===== config.mk =====
export PLATFORM = sky130hd
export DESIGN_NAME = bpf_ctrl
export DESIGN_NICKNAME = d
export VERILOG_FILES = /design/src/hdl/bpf_pkg.sv /design/src/hdl/bpf_ctrl.sv
export VERILOG_INCLUDE_DIRS = /design/src /design/src/hdl
export SDC_FILE = /design/constraint.sdc
export NUM_CORES = 1
export LEC_CHECK = 0
export ABC_CLOCK_PERIOD_IN_PS = 2450
export BUFFER_PORTS_ARGS = -buffer_cell sky130_fd_sc_hd__buf_2
export CORE_AREA = 8 8 45 47
export CTS_BUF_LIST = sky130_fd_sc_hd__clkbuf_4
export CTS_CLUSTER_DIAMETER = 150
export DETAILED_ROUTE_END_ITERATION = 6
export DIE_AREA = 0 0 53 55
export HOLD_SLACK_MARGIN = 0.12
export PLACE_DENSITY_LB_ADDON = 0.05
export SLEW_MARGIN = 5
export SYNTH_ARGS = -nofsm -noshare
export SYNTH_HDL_FRONTEND = slang
export SYNTH_SLANG_ARGS = --single-unit

===== constraint.sdc =====
create_clock -name i_clk -period 2.45 [get_ports i_clk]
set_clock_uncertainty 0.15 [all_clocks]
set_input_delay 0.245 -clock i_clk [delete_from_list [all_inputs] [get_ports i_clk]]
set_output_delay 0.245 -clock i_clk [all_outputs]
set_load 0.02 [all_outputs]

===== src/hdl/bit_packing_fifo_macros.svh =====
// Assertion macros shared by the bit packing FIFO modules.
`ifndef BIT_PACKING_FIFO_MACROS_SVH
`define BIT_PACKING_FIFO_MACROS_SVH

// A condition that must hold at every clock edge out of reset.
`define BPF_ASSERT_ALWAYS(lbl, expr, msg) \
    lbl: assert property (@(posedge i_clk) disable iff (!i_rst_n) (expr)) else $error(msg);

// A consequence that must hold in the same cycle as its cause.
`define BPF_ASSERT_SAME(lbl, ante, cons, msg) \
    lbl: assert property (@(posedge i_clk) disable iff (!i_rst_n) (ante) |-> (cons)) \
        else $error(msg);

// A consequence that must hold in the cycle after its cause.
`define BPF_ASSERT_NEXT(lbl, ante, cons, msg) \
    lbl: assert property (@(posedge i_clk) disable iff (!i_rst_n) (ante) |=> (cons)) \
        else $error(msg);

`endif


===== src/hdl/bpf_pkg.sv =====
// Shared types and constants of the bit packing FIFO.
`timescale 1ns / 1ps
`default_nettype none

package bpf_pkg;

    localparam int unsigned STORE_BYTES = 512;
    localparam int unsigned CAP_BITS    = STORE_BYTES * 8;
    localparam int unsigned ADDR_W      = $clog2(STORE_BYTES);
    localparam int unsigned POS_W       = $clog2(CAP_BITS);
    localparam int unsigned CNT_W       = $clog2(CAP_BITS + 1);
    localparam int unsigned HELD_W      = 13;

    typedef enum logic [2:0] {
        CMD_WR_BIT  = 3'd0,
        CMD_RD_BIT  = 3'd1,
        CMD_WR_BYTE = 3'd2,
        CMD_RD_BYTE = 3'd3,
        CMD_WR_WORD = 3'd4,
        CMD_RD_WORD = 3'd5,
        CMD_CLEAR   = 3'd6
    } t_cmd;

    typedef logic [HELD_W-1:0] t_bits_held;

    typedef struct packed {
        logic [2:0]  command;
        logic [31:0] data;
    } t_in_item;

    typedef struct packed {
        logic [31:0] read_value;
        t_bits_held  bits_held;
        logic        underflow;
        logic        overflow;
    } t_out_item;

    // Commands from the controller to the datapath.
    typedef struct packed {
        logic load;
        logic plan;
        logic step;
        logic finish;
    } t_ctrl;

    // Status from the datapath to the controller.
    typedef struct packed {
        logic access_done;
    } t_stat;

endpackage

`default_nettype wire


===== src/hdl/bpf_ctrl.sv =====
// Controller state machine of the bit packing FIFO.
`timescale 1ns / 1ps
`default_nettype none
`include "bit_packing_fifo_macros.svh"

module bpf_ctrl (
    input  wire logic          i_clk,
    input  wire logic          i_rst_n,
    input  wire logic          start,
    output logic               busy,
    output logic               o_valid,
    output bpf_pkg::t_ctrl     o_ctrl,
    input  wire bpf_pkg::t_stat i_stat
);
    import bpf_pkg::*;

    typedef enum logic [1:0] {
        ST_IDLE,
        ST_PLAN,
        ST_ACCESS,
        ST_FINISH
    } t_state;

    t_state r_state;
    logic   r_busy;
    logic   r_valid;

    always_ff @(posedge i_clk) begin
        if (!i_rst_n) begin
            r_state <= ST_IDLE;
            r_busy  <= 1'b0;
            r_valid <= 1'b0;
        end else begin
            unique case (r_state)
                ST_IDLE: begin
                    r_valid <= 1'b0;
                    if (start) begin
                        r_state <= ST_PLAN;
                        r_busy  <= 1'b1;
                    end
                end
                ST_PLAN: begin
                    r_state <= ST_ACCESS;
                end
                ST_ACCESS: begin
                    if (i_stat.access_done) begin
                        r_state <= ST_FINISH;
                    end
                end
                ST_FINISH: begin
                    r_state <= ST_IDLE;
                    r_busy  <= 1'b0;
                    r_valid <= 1'b1;
                end
                default: begin
                    r_state <= ST_IDLE;
                end
            endcase
        end
    end

    always_comb begin
        o_ctrl.load   = start && !r_busy;
        o_ctrl.plan   = (r_state == ST_PLAN);
        o_ctrl.step   = (r_state == ST_ACCESS);
        o_ctrl.finish = (r_state == ST_FINISH);
    end

    assign busy    = r_busy;
    assign o_valid = r_valid;

    `BPF_ASSERT_SAME(a_busy_matches_state, r_busy, r_state != ST_IDLE, "busy out of step with state")
    `BPF_ASSERT_NEXT(a_finish_strobes, r_state == ST_FINISH, r_valid && !r_busy, "missing result strobe")
    `BPF_ASSERT_NEXT(a_valid_one_cycle, r_valid, !r_valid, "result strobe longer than a cycle")

endmodule

`default_nettype wire


=== Word level (Yosys, flattened, before mapping) ===
Cells that the tools add are included.

* Flip-flop bits (word level): 4
* Latch bits: 0
* RAM bits: 0
* Memory bits (read-only): 0
* Output and inout bits: 6
* Word-level logic and storage cells: 20
* Memories kept: 0

* $add $sub $neg: 0
* Multiply operators: 0
* Div/mod/pow operators: 0
* Order comparisons: 0
* Eq/ne operators: 5
* Shift operators: 0
* Mux-type cells: 6
* Bitwise logic cells: 0
* Reductions and logical operators: 6

{| class="wikitable"
|+ Operators by type and width
! operator !! count
|-
| $pmux 2 s4 || 1
|-
| $eq 2x2->1 const B || 2
|-
| $mux 2 || 2
|-
| $pmux 1 s2 || 2
|-
| $reduce_and 2->1 || 2
|-
| $eq 2x1->1 const B || 1
|-
| $logic_not 2->1 || 1
|-
| $ne 2x1->1 const B || 1
|-
| $ne 2x2->1 const B || 1
|-
| $reduce_bool 2->1 || 1
|-
| $logic_and 1x1->1 || 1
|-
| $logic_not 1->1 || 1
|-
| $mux 1 || 1
|}

=== Logic depth before layout (Yosys ltp) ===
* Depth after elaboration: 3
* Depth in mapped cells: 5

=== Least setup slack after synthesis ===
No wires, ideal clock.

* Kind: register to register
* From: register r_state[0]
* To: register r_state[1]
* Data arrival time: 1.057 ns
* Data required time: 2.228 ns
* Setup slack: 1.172 ns
* Cell stages (with the launch flop): 5
* Path buffers: 0
* Path through: dfxtp_1 -> inv_1 -> ha_1 -> a21oi_2 -> mux2i_1

{| class="wikitable"
|+ RTL lines
! what !! RTL line !! source
|-
| from (decl) || bpf_ctrl.sv:24 || <nowiki>t_state r_state;</nowiki>
|-
| from (signal assigned) || bpf_ctrl.sv:30 || <nowiki>r_state <= ST_IDLE;</nowiki>
|-
| from (signal assigned) || bpf_ctrl.sv:38 || <nowiki>r_state <= ST_PLAN;</nowiki>
|-
| from (signal assigned) || bpf_ctrl.sv:43 || <nowiki>r_state <= ST_ACCESS;</nowiki>
|}

==> impl_results.md <==
* Post-synthesis register bit count at 4
* WP data arrival at 1.08 ns
* Max_cap viols at 0
* CP peak stage delay at about 0.37 ns
* Inst Count DP at a little under 50
* Global-route wire length before repair at about 960 microns
* Cell count after synthesis at 24
* Setup bufs post-CTS at 0
* GR Overflow Total at 0
* Final nets at between 40 and 50
* Register area at ~80 sq um
* Place WS at ~1.1 ns
* Core ar. at between 0.001 and 0.0015 sq mm
* Tot GR Track Use at 0.0491
* Antenna cells at 0
* Drc violations at 0
* Clock insertion delay at the later pin of the skew report at between 0.2 and 0.25 ns
* Synth warn at 0
* Fraction of registers with async set/reset at 0
* Multi-input gate area at approximately 150 sq um
* Setup TNS Final at 0 ns
* Worst-case clock buffer depth at 2
* Largest net degree at the start of global routing at 7
* Critical path type: flip-flop to primary output
* PortBufs at 9
* CTS buffer count at 3
* Met3 WL at ~62 microns
* Placed Area at between 300 and 400 sq um
* HP Class: primary input to flip-flop
* DIE AREA at 0.00292 sq mm
* Top Layer Used: met3
* EDFF count, synth at 0
* Antenna-violating nets left at 0
* Synth Cell Area at ~240 sq um
* Peak supply drop at 296 uV
* Num ports at 10
* Vias per cell at between 3 and 4
* Detailed-route via count at 200
* M1 wire length at about 220 microns
* Drt wl/cell at ~11 microns
* Leakage at 0.167 nW
* Met2 wire len at ~270 microns
* CP required at 2.06 ns
* Cells along the critical path: inv_1 > ha_1 > buf_2
* Avg Inst Size Synth at roughly 10 sq um
* Die Ht at about 55 microns
* Setup crit start kind: flip-flop
* RePlAce Congestion at roughly 0.69
* Final setup fails at 0
* Outcome: complete, no violations
* Area Growth Syn to Fin at 37.0%
* Power Density at ~1300 mW/mm^2
* Cell Rows at 14
* Post_cts resized at 0
* Total power at 405 uW
* Seq/Total Area, Yosys at 0.339
* R2R setup slack at 1.06 ns
* RSZ-0062 raised after global routing: false
* TritonCTS clock tree: yes
* Syn_nets at 32
* Slowest cell on the critical path: dfxtp_1
* CTS Root Cell: clkbuf_4
* DR pass1 iterations at 1
* Vias in the first global route at ~240
* Non-Filler Instances at 52
* Hold-fix buffers, CTS at 0
* Htree depth at 1
* Final period util at 0.603
* Main flop type after synthesis: dfxtp_1
* Chip width at ~53 microns
* Max Fclk at about 680 MHz
* Critical Path Fanout Max at 4
* Clock-pin transition on the worst setup and hold timing paths at approximately 0.04 ns
* Min Clock Period, post-route at about 1.5 ns
* Post-synth top area share at 0.339
* Post-Route WL at 558 microns
* Fillers at about 170
* DRT iter0 DRCs at 0
* Post-DP HPWL at roughly 470 microns
* Final Max Slew Viols at 0
* Fin area at between 300 and 400 sq um
* Initial Utilization at 0.171
* Slew Limit Headroom at 0.895
* Final worst slack at around 0.97 ns
* Dominant cells by area after synthesis: dfxtp_1 (34%), ha_1 (21%), mux2i_1 (8.5%)
* CTS sink cnt at 4
* Initial antenna violation count at 0
* Proportion of layout cells with a drive suffix above 1 at 0.389
* Least-Margin Pin Slew at around 0.16 ns
* Yosys cell types at 13
* Commonest cells post-synth: dfxtp_1 (4), ha_1 (4), inv_1 (3)
* Yosys top cell by area: dfxtp_1
* Final Hold Fails at 0
* CP Capture Type: primary output
## where the power goes
part | switching [mW] | total, mW | internal [mW]
Clock | 0.0251 | 0.0798 | 0.0547
Sequential | 0.0241 | 0.114 | 0.0901
Combinational | 0.118 | 0.211 | 0.0931
Total | 0.167 | 0.405 | 0.238
## cell families after synthesis
group	count (synthesis)	share of synthesized area
AOI/OAI and AO/OA	4	0.127
adders and majority gates	4	0.212
buffers and inverters	3	0.0476
DFF	4	0.339
muxes	2	0.0847
and+or+nand+nor	7	0.190
## registers in the layout, indices dropped and copies added (netlist names)
signal,cells
r_state,2
busy,1
o_valid,1
## per-stage QoR
stage | hold WS (ns) | util
floorplan | 0.223 | -
global placement | 0.334 | 0.218
detailed placement | 0.338 | 0.218
CTS | 0.164 | 0.234
global route | 0.188 | 0.234
finish | 0.169 | 0.234
## layer usage
metal  vias up  track usage
met3         0       0.0267
met5         -            0
li1        106            -
met1        89       0.0500
met4         0       0.0647
met2         5       0.0625
## layout make-up
class                   count  area share
multi-input cells          17       0.448
flip-flops and latches      4       0.247
repair buffers              9       0.139
clock buffers               3      0.0695
well taps                  16      0.0618
inverters                   3      0.0347
## final timing paths
path              start          to  cells after the start
max          r_state[0]   o_ctrl[1]                      3
min             i_rst_n        busy                      3
max reg2reg  r_state[1]  r_state[0]                      5
min reg2reg        busy        busy                      2
## critical path, delay by kind of cell, from the launching register on
family | cells | cell delay, ns
flip-flops | 1 | 0.37
adder cells (fa/ha/maj) | 1 | 0.23
buffers and inverters | 2 | 0.25
## layout by cell type, fill, tap and decap left out
| cell | n |
|---|---|
| inv_1 | 3 |
| dfxtp_1 | 4 |
| nand3_1 | 1 |
| ha_1 | 4 |
| nand2_1 | 2 |
| nor2b_4 | 1 |
| a21oi_1 | 1 |
| o21ai_1 | 1 |
| a21oi_2 | 1 |
| o221a_1 | 1 |
| nand2b_1 | 1 |
| mux2i_1 | 2 |
| nor2b_1 | 2 |
| clkbuf_4 | 3 |
| buf_2 | 9 |
No activity file was read; power rests on OpenSTA's default activity.
